==> src/hw/rtl/sem_pkg.sv <==
`default_nettype none
package sem_pkg;

  localparam int MaxWidth = 1024;
  localparam int ColW = $clog2(MaxWidth + 1);
  localparam int AddrW = $clog2(MaxWidth);
  localparam int CntW = 11;
  localparam int EmitW = 21;
  localparam int PixW = 24;
  localparam int HeightLimit = 1024;
  localparam int ChMax = 255;
  localparam int SumW = 16;
  localparam int RootW = 9;

  localparam logic OP_PIXEL = 1'b0;
  localparam logic OP_DRAIN = 1'b1;

  localparam logic [2:0] REG_WIDTH = 3'd0;
  localparam logic [2:0] REG_HEIGHT = 3'd4;

  typedef struct packed {
    logic       op;
    logic [7:0] red_in;
    logic [7:0] green_in;
    logic [7:0] blue_in;
  } in_req_t;

  typedef struct packed {
    logic [7:0] red_edge;
    logic [7:0] green_edge;
    logic [7:0] blue_edge;
    logic       frame_end;
  } out_req_t;

  // Border flags for one window position.
  typedef struct packed {
    logic [2:0] row_ok;
    logic [2:0] col_ok;
  } mask_t;

endpackage
`default_nettype wire

==> src/hw/rtl/sem_lane.sv <==
`default_nettype none
// One color channel: Sobel gradients, squared sum, then a serial square root.
module sem_lane
  import sem_pkg::*;
(
  input  wire logic       clk,
  input  wire logic       start,
  input  wire logic [7:0] win [9],
  input  wire mask_t      mask,
  output logic [7:0]      mag,
  output logic            done
);

  logic signed [11:0] gx, gy;
  logic signed [11:0] gx_r, gy_r;
  logic [SumW+6:0] sq_sum;
  logic [SumW+6:0] rem_r, rem_nxt;
  logic [SumW+6:0] root_r, root_nxt;
  logic [SumW+6:0] bit_r, bit_nxt;
  logic [SumW+6:0] sum_r;
  logic [2:0] stage_r;
  logic [3:0] step_r;
  logic [7:0] mag_r;
  logic done_r;
  logic [SumW+6:0] trial;
  logic [SumW+6:0] fin;

  always_comb begin
    logic signed [11:0] v [9];
    for (int i = 0; i < 9; i++) begin
      v[i] = (mask.col_ok[i/3] && mask.row_ok[i%3]) ? $signed({4'd0, win[i]}) : 12'sd0;
    end
    // v[col*3 + row]
    gx = (v[6] + (v[7] <<< 1) + v[8]) - (v[0] + (v[1] <<< 1) + v[2]);
    gy = (v[2] + (v[5] <<< 1) + v[8]) - (v[0] + (v[3] <<< 1) + v[6]);
  end

  assign sq_sum = 23'(gx_r * gx_r) + 23'(gy_r * gy_r);
  assign trial = root_r + bit_r;

  always_comb begin
    rem_nxt = rem_r;
    root_nxt = root_r >> 1;
    bit_nxt = bit_r >> 2;
    if (rem_r >= trial) begin
      rem_nxt = rem_r - trial;
      root_nxt = (root_r >> 1) + bit_r;
    end
  end

  assign fin = (sum_r - root_r * root_r > root_r) ? root_r + 23'd1 : root_r;

  always_ff @(posedge clk) begin
    done_r <= 1'b0;
    if (start) begin
      gx_r <= gx;
      gy_r <= gy;
      stage_r <= 3'd1;
    end else if (stage_r == 3'd1) begin
      sum_r <= sq_sum;
      rem_r <= sq_sum;
      root_r <= '0;
      bit_r <= 23'd1 << 22;
      step_r <= 4'd0;
      stage_r <= 3'd2;
    end else if (stage_r == 3'd2) begin
      rem_r <= rem_nxt;
      root_r <= root_nxt;
      bit_r <= bit_nxt;
      step_r <= step_r + 4'd1;
      if (step_r == 4'd11) stage_r <= 3'd3;
    end else if (stage_r == 3'd3) begin
      mag_r <= (fin > 23'(ChMax)) ? 8'(ChMax) : fin[7:0];
      done_r <= 1'b1;
      stage_r <= 3'd0;
    end else begin
      stage_r <= 3'd0;
    end
  end

  assign mag = mag_r;
  assign done = done_r;

endmodule
`default_nettype wire

==> config.mk <==
export PLATFORM = sky130hd
export DESIGN_NAME = sem_lane
export DESIGN_NICKNAME = d
export VERILOG_FILES = /design/src/hw/rtl/sem_pkg.sv /design/src/hw/rtl/sem_lane.sv
export SDC_FILE = /design/constraint.sdc
export NUM_CORES = 2
export LEC_CHECK = 0
export BUFFER_PORTS_ARGS = -buffer_cell sky130_fd_sc_hd__buf_2
export CAP_MARGIN = 0
export CORE_AREA = 2 2 267 269
export DETAILED_ROUTE_END_ITERATION = 10
export DIE_AREA = 0 0 269 271
export GPL_ROUTABILITY_DRIVEN = 0
export PLACE_DENSITY_LB_ADDON = 0.08
export SYNTH_ARGS = -nofsm -noshare
export SYNTH_HDL_FRONTEND = slang
export SYNTH_SLANG_ARGS = --single-unit
==> constraint.sdc <==
create_clock -name clk -period 10.4 [get_ports clk]
set_input_delay 2.08 -clock clk [delete_from_list [all_inputs] [get_ports clk]]
set_output_delay 2.08 -clock clk [all_outputs]
set_load 0.01 [all_outputs]
## Yosys cells after proc, flatten, opt, wreduce, memory -nomap -nowiden

Cells that the tools add are included.

- Add/subtract/negate cells: 17
- $mul: 3
- Div/mod/pow operators: 0
- Order comparisons: 3
- Equality and inequality tests: 5
- Shift operators: 0
- Multiplexer cells: 20
- Bitwise operators: 3
- Reductions and logical operators: 15

Operators by type and width:

| cell | number |
|---|---|
| $mux 23 | 7 |
| $mux 8 | 8 |
| $add 23x23->23 | 2 |
| $mul 12x12->23 | 2 |
| $sub 23x23->23 | 2 |
| $add 10x8->11 | 4 |
| $add 8x9->10 | 4 |
| $sub 11x11->12 | 2 |
| $add 22x23->23 | 1 |
| $add 23x1->23 const B | 1 |
| $ge 23x23->1 | 1 |
| $gt 23x23->1 | 1 |
| $gt 23x8->1 const B | 1 |
| $mul 23x23->23 | 1 |
| $logic_and 1x1->1 | 8 |
| $mux 2 | 3 |
| $add 4x1->4 const B | 1 |
| $eq 2x2->1 const B | 2 |
| $eq 4x4->1 const B | 1 |
| $mux 4 | 1 |
| $reduce_and 2->1 | 2 |
| $reduce_and 4->1 | 1 |
| $reduce_bool 2->1 | 2 |
| $ne 3x2->1 const B | 1 |
| 5 further kinds | 7 |

- Bits in registers: 120
- Latch bits: 0
- Bits in writable memories: 0
- ROM bits: 0
- Input port bits: 80
- Output and inout bits: 9
- Memories: 0

## Longest topological paths before layout

- Depth in word-level cells: 5
- Depth in mapped cells: 38

## Worst setup path before layout

Ideal clock, no wire load.

- Path kind: reg-to-reg
- Start: register root_r[9]
- End: register mag_r[1] (netlist: mag[1]) (data pin)
- Arrival: 8.441 ns
- Data required time: 10.121 ns
- Setup slack: 1.680 ns
- Stages on the path, launching flop included: 32
- Path buffers: 2
- Clock period less this slack: 8.720 ns
- Cell sequence: edfxtp_1 clkbuf_1 buf_1 nand2_1 fa_1 fa_1 inv_1 fa_1 ha_1 inv_1 fa_1 fa_1 inv_1 fa_1 inv_1 ha_1 a2111o_1 o21ai_0 nand2_1 o41ai_1 o2111ai_1 a21oi_1 xnor2_1 ha_1 or4_1 a21oi_1 o21ba_2 a211oi_1 a2111oi_2 a2bb2o_4 nor4_4 o211ai_1

- Word-level cells in the longest chain between the ends: 5

RTL lines:

| what | RTL line | source |
|---|---|---|
| start, declared | sem_lane.sv:18 | `logic [SumW+6:0] root_r, root_nxt;` |
| start signal, assigned | sem_lane.sv:68 | `root_r <= root_nxt;` |
| $mul 23x23->23 | sem_lane.sv:51 | `assign fin = (sum_r - root_r * root_r > root_r) ? root_r + 23'd1 : root_r;` |
| $sub 23x23->23 | sem_lane.sv:51 |  |
| $gt 23x23->1 | sem_lane.sv:51 |  |
| $mux 23 (*) | sem_lane.sv:51 |  |
| $gt 23x8->1 | sem_lane.sv:73 | `mag_r <= (fin > 23'(ChMax)) ? 8'(ChMax) : fin[7:0];` |
| end signal, assigned | sem_lane.sv:73 |  |
| end, declared | sem_lane.sv:23 | `logic [7:0] mag_r;` |

Every way passes the cells marked *; elsewhere a longest branch is shown, timed or not.
A chain may end at the register's enable or synchronous reset.

## Final worst setup path

- Start: register root_r[5]
- End: register mag_r[1] (netlist: mag[1]) (data pin)

The elaborated chain is that of the path after synthesis.

==> results.yml <==
status:
  status: "finished clean"
flow_run:
  maxCapViolCount: 0
drt:
  vias: 19200
  drt_iter0_markers: 761
  wl_per_cell_um: 17.4
  drt_first_pass_iters: 5
  viasPerCell: 4.92
  wirelength_um: 67900
  ant_nets: 0
  drc_errors: 0
floorplanning:
  ios: 89
  die_h_um: 271
  coreArea_um2: 69800
  core.rowCount: 97
  die_x_um: 269
  die_area_um2: 72900
  initial_core_util_pct: 39.8
synthesis:
  synth_common_cells: "inv_1, fa_1, ha_1"
  synthFlopType: "edfxtp_1"
  synth_top_area_share_pct: 38.1
  synth_edf_count: 117
  yosysSeqAreaShare_pct: 12.9
  synthCells: 2898
  ys_seq_elements: 120
  synth_fp_nets: 3797
  synth.most_common_cell: "inv_1"
  yosys-top-cells-area: "fa_1, ha_1, edfxtp_1"
  synth.avg_cell_area_um2: 9.58
  synth_area_um2: 27800
  ys_warn_count: 0
  synthArstFlopShare_pct: 0
  synth_top_cell_by_area: "fa_1"
  yosysUniqueCellTypes: 71
final_layout:
  antenna_cells: 0
  area_growth_pct: 7.71
  seq_area_um2: 3570
  nFillCells: 6908
  nets: 3853
  multiInputGateArea_um2: 21200
  drive_gt1_share_pct: 6.03
grt:
  grt_overflow: 0
  gr-max-usage-layer: "met2"
  use_met3_pct: 2.07
  grt_max_degree: 74
  grt_usage_pct: 19.9
  grt_pass1_vias: 21500
  grt_util_met2_pct: 35.5
  antenna_found_initial: 0
  grt_pass1_wl_um: 113000
  use_met1_pct: 25.6
timing:
  setup_viol: 0
  worst_slew_pin_slew_ns: 1.15
  max_freq_ghz: 0.106
  postLayoutSetupSlackWorst_ns: 0.968
  slew_headroom_pct: 22.6
  maxSlewViolCount: 0
  fin_skew_ns: 0.0148
  report.final.hold_viol_count: 0
  setup-tns-final_ns: 0
  rsz0062_at_grt: "false"
  period_share_pct: 90.7
  post-route-min-period_ns: 9.43
clock_network:
  post-cts-setup-buffers: 0
  cts_made_buffers: 17
  cts_hold_buffers: 0
  cts_buffer_depth: 2
  cts_root_buffer: "clkbuf_16"
  cts_resized: 0
  cts.sinks: 120
  h-tree-depth: 4
  cts_tree: "yes"
  clk_pin_slew_ns: 0.07
  clkLatencyLatePin_ns: 0.48
setup_path:
  slowest_stage: "edfxtp_1"
  worstPathMaxFanout: 10
  cp-end-kind: "flop"
  cpMostUsedCell: "fa_1"
  path_class: "flop to flop"
  slowest_delay_ns: 0.58
  critPathRequiredTime_ns: 10.62
  crit_arrival_ns: 9.65
  critPathLaunchType: "flop"
placement:
  hpwl_um: 58300
  post-place-ws_ns: 0.991
  io_buffers: 80
worst_hold_path:
  holdCritPathClass: "flop to flop"
==> cell type report <==
| class | count | area share, % |
|---|---|---|
| inverter | 719 | 9.02 |
| sequential | 120 | 11.9 |
| clock inverter | 15 | 0.519 |
| multi-input combinational | 1979 | 70.9 |
| timing repair buffer | 117 | 2.27 |
| clock buffer | 17 | 1.42 |
| tap | 940 | 3.93 |
==> through the flow <==
| step | instance area, µm² | std cells | hold slack [ns] | utilization (%) |
|---|---|---|---|---|
| 3_5_place_dp | 29300 | 3875 | 0.550 | 42.0 |
| 3_3_place_gp | 29300 | 3875 | 0.522 | 42.0 |
| 6_report | 29900 | 3907 | 0.558 | 42.9 |
| 2_1_floorplan | 27800 | 2898 | 0.504 | - |
| 4_1_cts | 29900 | 3907 | 0.565 | 42.9 |
| 5_1_grt | 29900 | 3907 | 0.578 | 42.9 |
==> layer usage <==
metal / vias up / share of wire, %
met1: 9761 / 44
met2: 259 / 51
met4: 0 / 2.4
met5: - / 0
li1: 9099 / -
met3: 90 / 2.6
==> critical path, delay by kind of cell, from the launching register on <==
kind                       cells  cell delay (ns)
adders and majority gates      9             3.82
AOI/OAI and AO/OA              9             2.29
and+or+nand+nor                6             1.39
buffers and inverters          6             0.99
DFF                            1             0.58
xor gates and xnor gates       1             0.10
==> flip-flops by register name, indices dropped and copies added, names as in the netlist <==
| signal | flops |
|---|---|
| stage_r | 2 |
| gx_r | 12 |
| mag | 8 |
| sum_r | 23 |
| gy_r | 12 |
| bit_r | 12 |
| root_r | 23 |
| rem_r | 23 |
| step_r | 4 |
| done | 1 |
==> path summary, 6_finish.rpt <==
kind	start	to	slack (ns)	cells after the start
min	stage_r[1]$_SDFFE_PP0P_	stage_r[1]$_SDFFE_PP0P_	0.56	2
max	root_r[5]$_SDFFCE_PP0P_	mag[1]$_SDFFCE_PN1P_	0.97	31
min reg2reg	stage_r[1]$_SDFFE_PP0P_	stage_r[1]$_SDFFE_PP0P_	0.56	2
max reg2reg	root_r[5]$_SDFFCE_PP0P_	mag[1]$_SDFFCE_PN1P_	0.97	31
==> layout by cell type (no fill, tap or decap), types with 11 or more instances in the layout <==
cell type,netlist,final
clkbuf_16,0,17
nor2b_1,35,35
nor2_1,135,133
o21ai_0,62,62
buf_4,1,37
xor2_1,43,43
nand2_1,210,210
a21oi_1,71,71
xnor2_1,130,130
nand2b_1,29,29
buf_2,5,80
nand3_1,36,36
and3_1,63,63
and2_1,85,85
nor3_1,26,26
nand4_1,11,11
o21a_1,17,17
a31oi_1,20,20
fa_1,529,529
ha_1,290,289
or3_1,16,16
a21o_1,34,34
o21bai_1,14,14
a211oi_1,23,23
edfxtp_1,117,117
inv_1,711,711
==> kinds of logic (layout without fill, tap and decap cells) <==
logic type | count (synthesis) | in the layout | synth area share, %
AO/OA/AOI/OAI | 302 | 302 | 7.25
XOR/XNOR | 173 | 173 | 5.46
adder cells (fa/ha/maj) | 819 | 819 | 51.2
buffers and inverters | 799 | 868 | 10.8
flip-flops | 120 | 120 | 12.9
multiplexers | 14 | 14 | 0.532
AND/OR/NAND/NOR | 671 | 671 | 11.9
Power is left out: the tool's default activity adds up to more than one toggle a clock period on the data nets, which glitch-free logic cannot reach.
